`src/sv/cwi_pkg.sv`:
```
// shared types and constants for the cyclic waypoint interpolator
package cwi_pkg;

  // operation codes
  localparam logic [1:0] OP_ADD    = 2'd0;
  localparam logic [1:0] OP_CLEAR  = 2'd1;
  localparam logic [1:0] OP_TOGGLE = 2'd2;
  localparam logic [1:0] OP_TICK   = 2'd3;

  // speed after reset, 1.0 in Q8.8
  localparam logic [15:0] SPEED_RESET = 16'd256;

  // one waypoint in the store: z, y, x
  localparam int POINT_W = 48;

  // input word
  typedef struct packed {
    logic [1:0]         operation;
    logic signed [15:0] vec_x;
    logic signed [15:0] vec_y;
    logic signed [15:0] vec_z;
    logic [15:0]        delta_time;
  } in_item_t;

  // result word
  typedef struct packed {
    logic signed [15:0] pos_x;
    logic signed [15:0] pos_y;
    logic signed [15:0] pos_z;
    logic               is_playing;
    logic [9:0]         current_segment;
    logic [10:0]        stored_count;
    logic               store_full;
  } out_item_t;

  // controller to datapath
  typedef struct packed {
    logic load_item;
    logic apply_op;
    logic mul2;
    logic sum;
    logic div_step;
    logic div_last;
    logic rd_b;
    logic lerp_mul;
    logic lerp_add;
    logic out_load;
  } cmd_t;

  // datapath to controller
  typedef struct packed {
    logic tick_go;
    logic interp_go;
    logic out_free;
  } sts_t;

endpackage

```
`src/sv/cwi_ctrl.sv`:
```
// sequencing state machine for the waypoint interpolator
module cwi_ctrl #(
  parameter int MAX_POINTS = 1024
) (
  input  logic          clk,
  input  logic          rst_n,
  input  logic          in_valid,
  output logic          in_stall,
  input  cwi_pkg::sts_t sts,
  output cwi_pkg::cmd_t cmd
);
  import cwi_pkg::*;

  localparam int CNT_W  = $clog2(MAX_POINTS + 1);
  localparam int SUM_W  = CNT_W + 10;
  localparam int DCNT_W = $clog2(SUM_W);

  localparam logic [3:0] S_IDLE  = 4'd0;
  localparam logic [3:0] S_EXEC  = 4'd1;
  localparam logic [3:0] S_MUL2  = 4'd2;
  localparam logic [3:0] S_SUM   = 4'd3;
  localparam logic [3:0] S_DIV   = 4'd4;
  localparam logic [3:0] S_CHECK = 4'd5;
  localparam logic [3:0] S_RDA   = 4'd6;
  localparam logic [3:0] S_RDB   = 4'd7;
  localparam logic [3:0] S_LMUL  = 4'd8;
  localparam logic [3:0] S_LADD  = 4'd9;
  localparam logic [3:0] S_DONE  = 4'd10;

  localparam logic [DCNT_W-1:0] DIV_LAST = DCNT_W'(SUM_W - 1);

  logic [3:0]        state_r, state_nxt;
  logic [DCNT_W-1:0] cnt_r, cnt_nxt;

  // next state and commands
  always_comb begin
    state_nxt = state_r;
    cnt_nxt   = cnt_r;
    cmd       = '0;
    unique case (state_r)
      S_IDLE: begin
        if (in_valid) begin
          cmd.load_item = 1'b1;
          state_nxt     = S_EXEC;
        end
      end
      S_EXEC: begin
        cmd.apply_op = 1'b1;
        state_nxt    = sts.tick_go ? S_MUL2 : S_CHECK;
      end
      S_MUL2: begin
        cmd.mul2  = 1'b1;
        state_nxt = S_SUM;
      end
      S_SUM: begin
        cmd.sum   = 1'b1;
        cnt_nxt   = '0;
        state_nxt = S_DIV;
      end
      S_DIV: begin
        cmd.div_step = 1'b1;
        cnt_nxt      = cnt_r + 1'b1;
        if (cnt_r == DIV_LAST) begin
          cmd.div_last = 1'b1;
          state_nxt    = S_CHECK;
        end
      end
      S_CHECK: begin
        state_nxt = sts.interp_go ? S_RDA : S_DONE;
      end
      S_RDA: begin
        state_nxt = S_RDB;
      end
      S_RDB: begin
        cmd.rd_b  = 1'b1;
        state_nxt = S_LMUL;
      end
      S_LMUL: begin
        cmd.lerp_mul = 1'b1;
        state_nxt    = S_LADD;
      end
      S_LADD: begin
        cmd.lerp_add = 1'b1;
        state_nxt    = S_DONE;
      end
      S_DONE: begin
        if (sts.out_free) begin
          cmd.out_load = 1'b1;
          state_nxt    = S_IDLE;
        end
      end
      default: begin
        state_nxt = S_IDLE;
      end
    endcase
  end

  // state registers
  always_ff @(posedge clk) begin
    if (!rst_n) begin
      state_r <= S_IDLE;
      cnt_r   <= '0;
    end else begin
      state_r <= state_nxt;
      cnt_r   <= cnt_nxt;
    end
  end

  assign in_stall = (state_r != S_IDLE);

endmodule

```
`config.mk`:
```
export PLATFORM = sky130hd
export DESIGN_NAME = cwi_ctrl
export DESIGN_NICKNAME = d
export VERILOG_FILES = /design/src/sv/cwi_pkg.sv /design/src/sv/cwi_ctrl.sv
export SDC_FILE = /design/constraint.sdc
export NUM_CORES = 1
export LEC_CHECK = 0
export BUFFER_PORTS_ARGS = -buffer_cell sky130_fd_sc_hd__buf_4
export CAP_MARGIN = 20
export CORE_MARGIN = 2
export CORE_UTILIZATION = 49
export DETAILED_ROUTE_END_ITERATION = 6
export GPL_ROUTABILITY_DRIVEN = 0
export HOLD_SLACK_MARGIN = 0.12
export PLACE_DENSITY = 0.83
export RECOVER_POWER = 25
export SLEW_MARGIN = 20
export SYNTH_ARGS = -nofsm -noshare
export SYNTH_HDL_FRONTEND = slang
export SYNTH_SLANG_ARGS = --single-unit
```
`constraint.sdc`:
```
create_clock -name clk -period 1.7 [get_ports clk]
set_input_delay 0 -clock clk [delete_from_list [all_inputs] [get_ports clk]]
set_output_delay 0 -clock clk [all_outputs]
set_load 0.01 [all_outputs]
```
# Word-level counts from Yosys, hierarchy flattened
# Index checks and enable logic that the tools add are counted.
totals:
  word_cells: 40
  ff_bits: 9
  in_bits: 6
op_classes:
  reduce_logical: 4
  n_mux: 19
  eq_ne: 14
  addsub: 1
ops:
  columns: ["op", "count"]
  rows:
  - ["4-bit case mux with 11 select lines", 1]
  - ["4-bit by 3-bit == test with 1-bit output, second input constant", 4]
  - ["4-bit two-way mux", 4]
  - ["4-bit == test, second input constant", 3]
  - ["1-bit two-way mux", 11]
  - ["5-bit case mux with 2 select lines", 1]
  - ["4-bit by 2-bit == test with 1-bit output, second input constant", 2]
  - ["2-bit != test, second input constant", 3]
  - ["5-bit by 1-bit adder with 5-bit output, second input constant", 1]
  - ["5-bit == test, second input constant", 1]
  - ["4-bit by 1-bit == test with 1-bit output, second input constant", 1]
  - ["4-bit zero test", 1]
  - ["4-bit nonzero test", 1]
  - ["3-bit two-way mux", 1]
  - ["3-bit AND reduction", 1]
  - ["2-bit two-way mux", 1]
  - ["2-bit nonzero test", 1]

# Depth between registers and ports, before layout
depth:
  word_depth: 3
  mapped_depth: 5
  ltp_nobuf: 4

# Least setup slack after synthesis
# No wires, ideal clock.
synth_path:
  path_kind: "flip-flop to flip-flop"
  startpoint: "reg state_r[0]"
  endpoint: "reg cnt_r[2]"
  arrival_time_ns: 1.192
  path_stages_with_launch: 5
  n_path_buf: 1
  setup_time_ns: 0.133
  setup_slack_ns: 0.375
  required_time_ns: 1.567
  path_cell_list: "dfxtp_1 buf_6 or3b_2 a21oi_2 a311oi_1"
synth_between:
  elab_chain_len: 2
  elab_cells_between_ends: 4
  classes_between: "eq/ne: 2; mux: 1; reduce/logical: 1"
synth_rtl:
  columns: ["element", "line_no", "source"]
  rows:
  - ["from (decl)", "cwi_ctrl.sv:32", "logic [3:0] state_r, state_nxt;"]
  - ["from (signal assigned)", "cwi_ctrl.sv:104", "state_r <= state_nxt;"]
  - ["4-bit by 3-bit == test with 1-bit output or 4-bit by 2-bit == test with 1-bit output (tied branches)", "cwi_ctrl.sv:40", "unique case (state_r)"]
  - ["5-bit case mux with 2 select lines or 2-bit nonzero test (tied branches)", null, null]
  - ["to (signal assigned)", "cwi_ctrl.sv:105", "cnt_r <= cnt_nxt;"]
  - ["to (decl)", "cwi_ctrl.sv:33", "logic [DCNT_W-1:0] cnt_r, cnt_nxt;"]
# Several ways; a longest one is shown, not always the timed one.
# A chain may end at the register's enable or synchronous reset.

# Worst setup path in the final report
layout_path:
  startpoint: "reg state_r[1]"
  endpoint: "reg cnt_r[2]"
# Same word-level chain as after synthesis.

==> impl_metrics.csv <==
group,metric,value,unit
clocking,cts_buffer_depth,2,
detailed_routing,ant_nets,0,
timing,slew_viol_final,0,
yosys,ys_async_sr_fraction,0,%
layout,drive_gt1_share,26.7,%
worst_setup_path,critical_path.max_stage_delay,0.40,ns
worst_setup_path,crit_arrival,1.75,ns
clocking,cts_buffers,3,
yosys,yosysSeqAreaShare,28.3,%
clocking,cts-root-buf,"clkbuf_4",
layout,fin_area,843,µm²
global_routing,antenna_found_initial,0,
yosys,yosysTopAreaCell,"dfxtp_1",
worst_setup_path,setup.worst_path.class,"reg -> reg",
layout,n_antenna_cell,0,
worst_setup_path,startpoint_type,"flip-flop",
detailed_routing,vias,679,
clocking,clock-sinks,9,
global_routing,grt_overflow,0,
worst_setup_path,critical_path.max_fanout,13,
yosys,synth_area,637,µm²
power_and_ir_drop,powerDensity,855,nW/µm²
global_routing,grt_start_max_net_pins,18,
worst_setup_path,crit_required,1.87,ns
timing,period_minus_slack,1.58,ns
worst_setup_path,endpoint_kind,"flip-flop",
clocking,clk_latency,0.27,ns
timing,layout_setup_ws,0.120,ns
yosys,ys_top_cells_by_area,"dfxtp_1, a311oi_1, ha_1",
clocking,cts.clk_slew.worst_paths,0.06,ns
yosys,yosysTopAreaCellShare,28.3,%
hold_path,hp-class,"in -> reg",
yosys,synth_warnings,0,
run,cap_violations,0,
worst_setup_path,crit_start,"state_r[1]",
timing,fmax,0.633,GHz
worst_setup_path,ff2ff_path_depth,4,
detailed_routing,routed_wl,1750,µm
clocking,cts_tree,"built",
timing,worst_slew_pin_slew,0.383,ns
detailed_routing,drc_errors,0,
placement,hpwl,1100,µm
yosys,ys.flop_type,"dfxtp_1",
power_and_ir_drop,cellLeakagePower,0.341,nW
yosys,synth_edf_count,0,
layout,utilization,72.9,%
worst_setup_path,crit_chain,"nor4b_4, buf_4, or2b_1, a311oi_1",
worst_setup_path,reg2reg_from,"state_r[1]",
detailed_routing,first_pass_iters,4,
worst_setup_path,critPathSlowestCell,"nor4b_4",
floorplan,die_area,1600,µm²
floorplan,die_x,40.1,µm
detailed_routing,viasPerCell,5.71,
placement,placed_cell_area,768,µm²
detailed_routing,routedWlPerCell,14.7,µm
yosys,synth.most_common_cell,"dfxtp_1",
layout,area_growth,32.4,%
timing,fin_setup_tns,0,ns
global_routing,grt_pass1_wl,2550,µm
floorplan,die_h,40.1,µm
hold_path,min_from,"in_valid",
placement,place_ws,0.207,ns
hold_path,whs_path_depth,4,
yosys,syn_inst,80,
floorplan,core-area,1160,µm²
floorplan,rows,12,
timing,fin_worst_skew,0.00124,ns
yosys,synth.avg_cell_area,7.96,µm²
yosys,yosysUniqueCellTypes,31,
timing,rsz0062_at_grt,"false",
yosys,ys_seq_elements,9,
detailed_routing,drt_iter0_drc,13,
layout,final_nets,114,
global_routing,grtUsageTotal,25.1,%
yosys,synthTopCellsByCount,"dfxtp_1, inv_1",
yosys,synth_nets,88,
global_routing,grt_pass1_vias,602,
power_and_ir_drop,peakVddDrop,0.000644,V
placement,io_buffer_count,16,
timing,setup_viol,0,
outcome,status,"finished, final reports clean",
floorplan,initial_core_util,55.1,%
clocking,cts_max_level,1,
floorplan,ios,17,
timing,hold_violations,0,
timing,fin_crit_sh,93.0,%
timing,slew_headroom,74.1,%
==> layout make-up <==
cell class              instances  area, µm²
clock buffers                   4       26.3
well taps                      14       17.5
fillers                        97        313
inverters                       6       22.5
flip-flops and latches          9        181
multi-input cells              59        390
repair buffers                 27        205
==> state kept, by name (all words and copies together), names as in the netlist <==
| register | cells |
|---|---|
| cnt_r | 5 |
| state_r | 4 |
==> kinds of logic (layout without fill, tap and decap cells) <==
logic type	after synthesis	count (layout)	synth area share, %
adders and majority gates	2	2	3.93
AOI/OAI and AO/OA	18	18	19.3
and+or+nand+nor	39	39	38.1
DFF	9	9	28.3
buffers and inverters	12	37	10.4
==> repair_timing <==
action / in CTS / in global routing
endpoints found under the setup margin: 0 / 1
endpoints found under the hold margin: 6 / 0
hold buffers: 4 / 0
gates resized for setup: 0 / 1
setup buffers: 0 / 2
==> per-stage QoR <==
stage	std cells	hold WS, ns	total power, mW
after floorplan	80	0.0911	0.446
after detailed placement	109	0.270	0.533
after global placement	109	0.274	0.525
after CTS	117	0.163	0.715
final	119	0.174	0.721
after global routing	119	0.188	0.766
==> cells in the final DEF (no fill, tap or decap), types with 3 or more instances in the layout <==
master,count
buf_4,21
dfxtp_1,8
inv_1,6
nand2_1,5
nor3_1,5
nor2_1,5
o21ai_0,5
nand2b_1,4
a21oi_1,4
dlygate4sd3_1,4
nor4_1,3
nand3_1,3
a311oi_1,3
clkbuf_4,3
clkbuf_1,3
==> path summary, 6_finish.rpt <==
| path | to | slack, ns |
|---|---|---|
| worst min-delay path | state_r[0] | 0.17 |
| worst max register to register | cnt_r[2] | 0.12 |
| worst min register to register | cnt_r[4] | 0.50 |
| worst max-delay path | cnt_r[2] | 0.12 |
==> report_power, final <==
group / internal (mW) / switching (mW)
Clock: 0.0910 / 0.0833
Sequential: 0.231 / 0.0374
Combinational: 0.135 / 0.144
Total: 0.456 / 0.265
==> critical path, delay by kind of cell (launching register included) <==
family                 cells  cell delay, ns
AOI/OAI and AO/OA          1            0.29
buffers and inverters      1            0.18
DFF                        1            0.39
and+or+nand+nor            2            0.62
==> layer usage <==
| metal | track usage (%) | vias up | part of all wire (%) |
|---|---|---|---|
| met5 | 0 | - | 0 |
| met1 | 25.4 | 306 | 43 |
| met4 | 12.1 | 0 | 1.7 |
| li1 | - | 343 | - |
| met3 | 10.0 | 4 | 5.5 |
| met2 | 44.4 | 26 | 50 |
No activity file was read; power rests on OpenSTA's default activity.
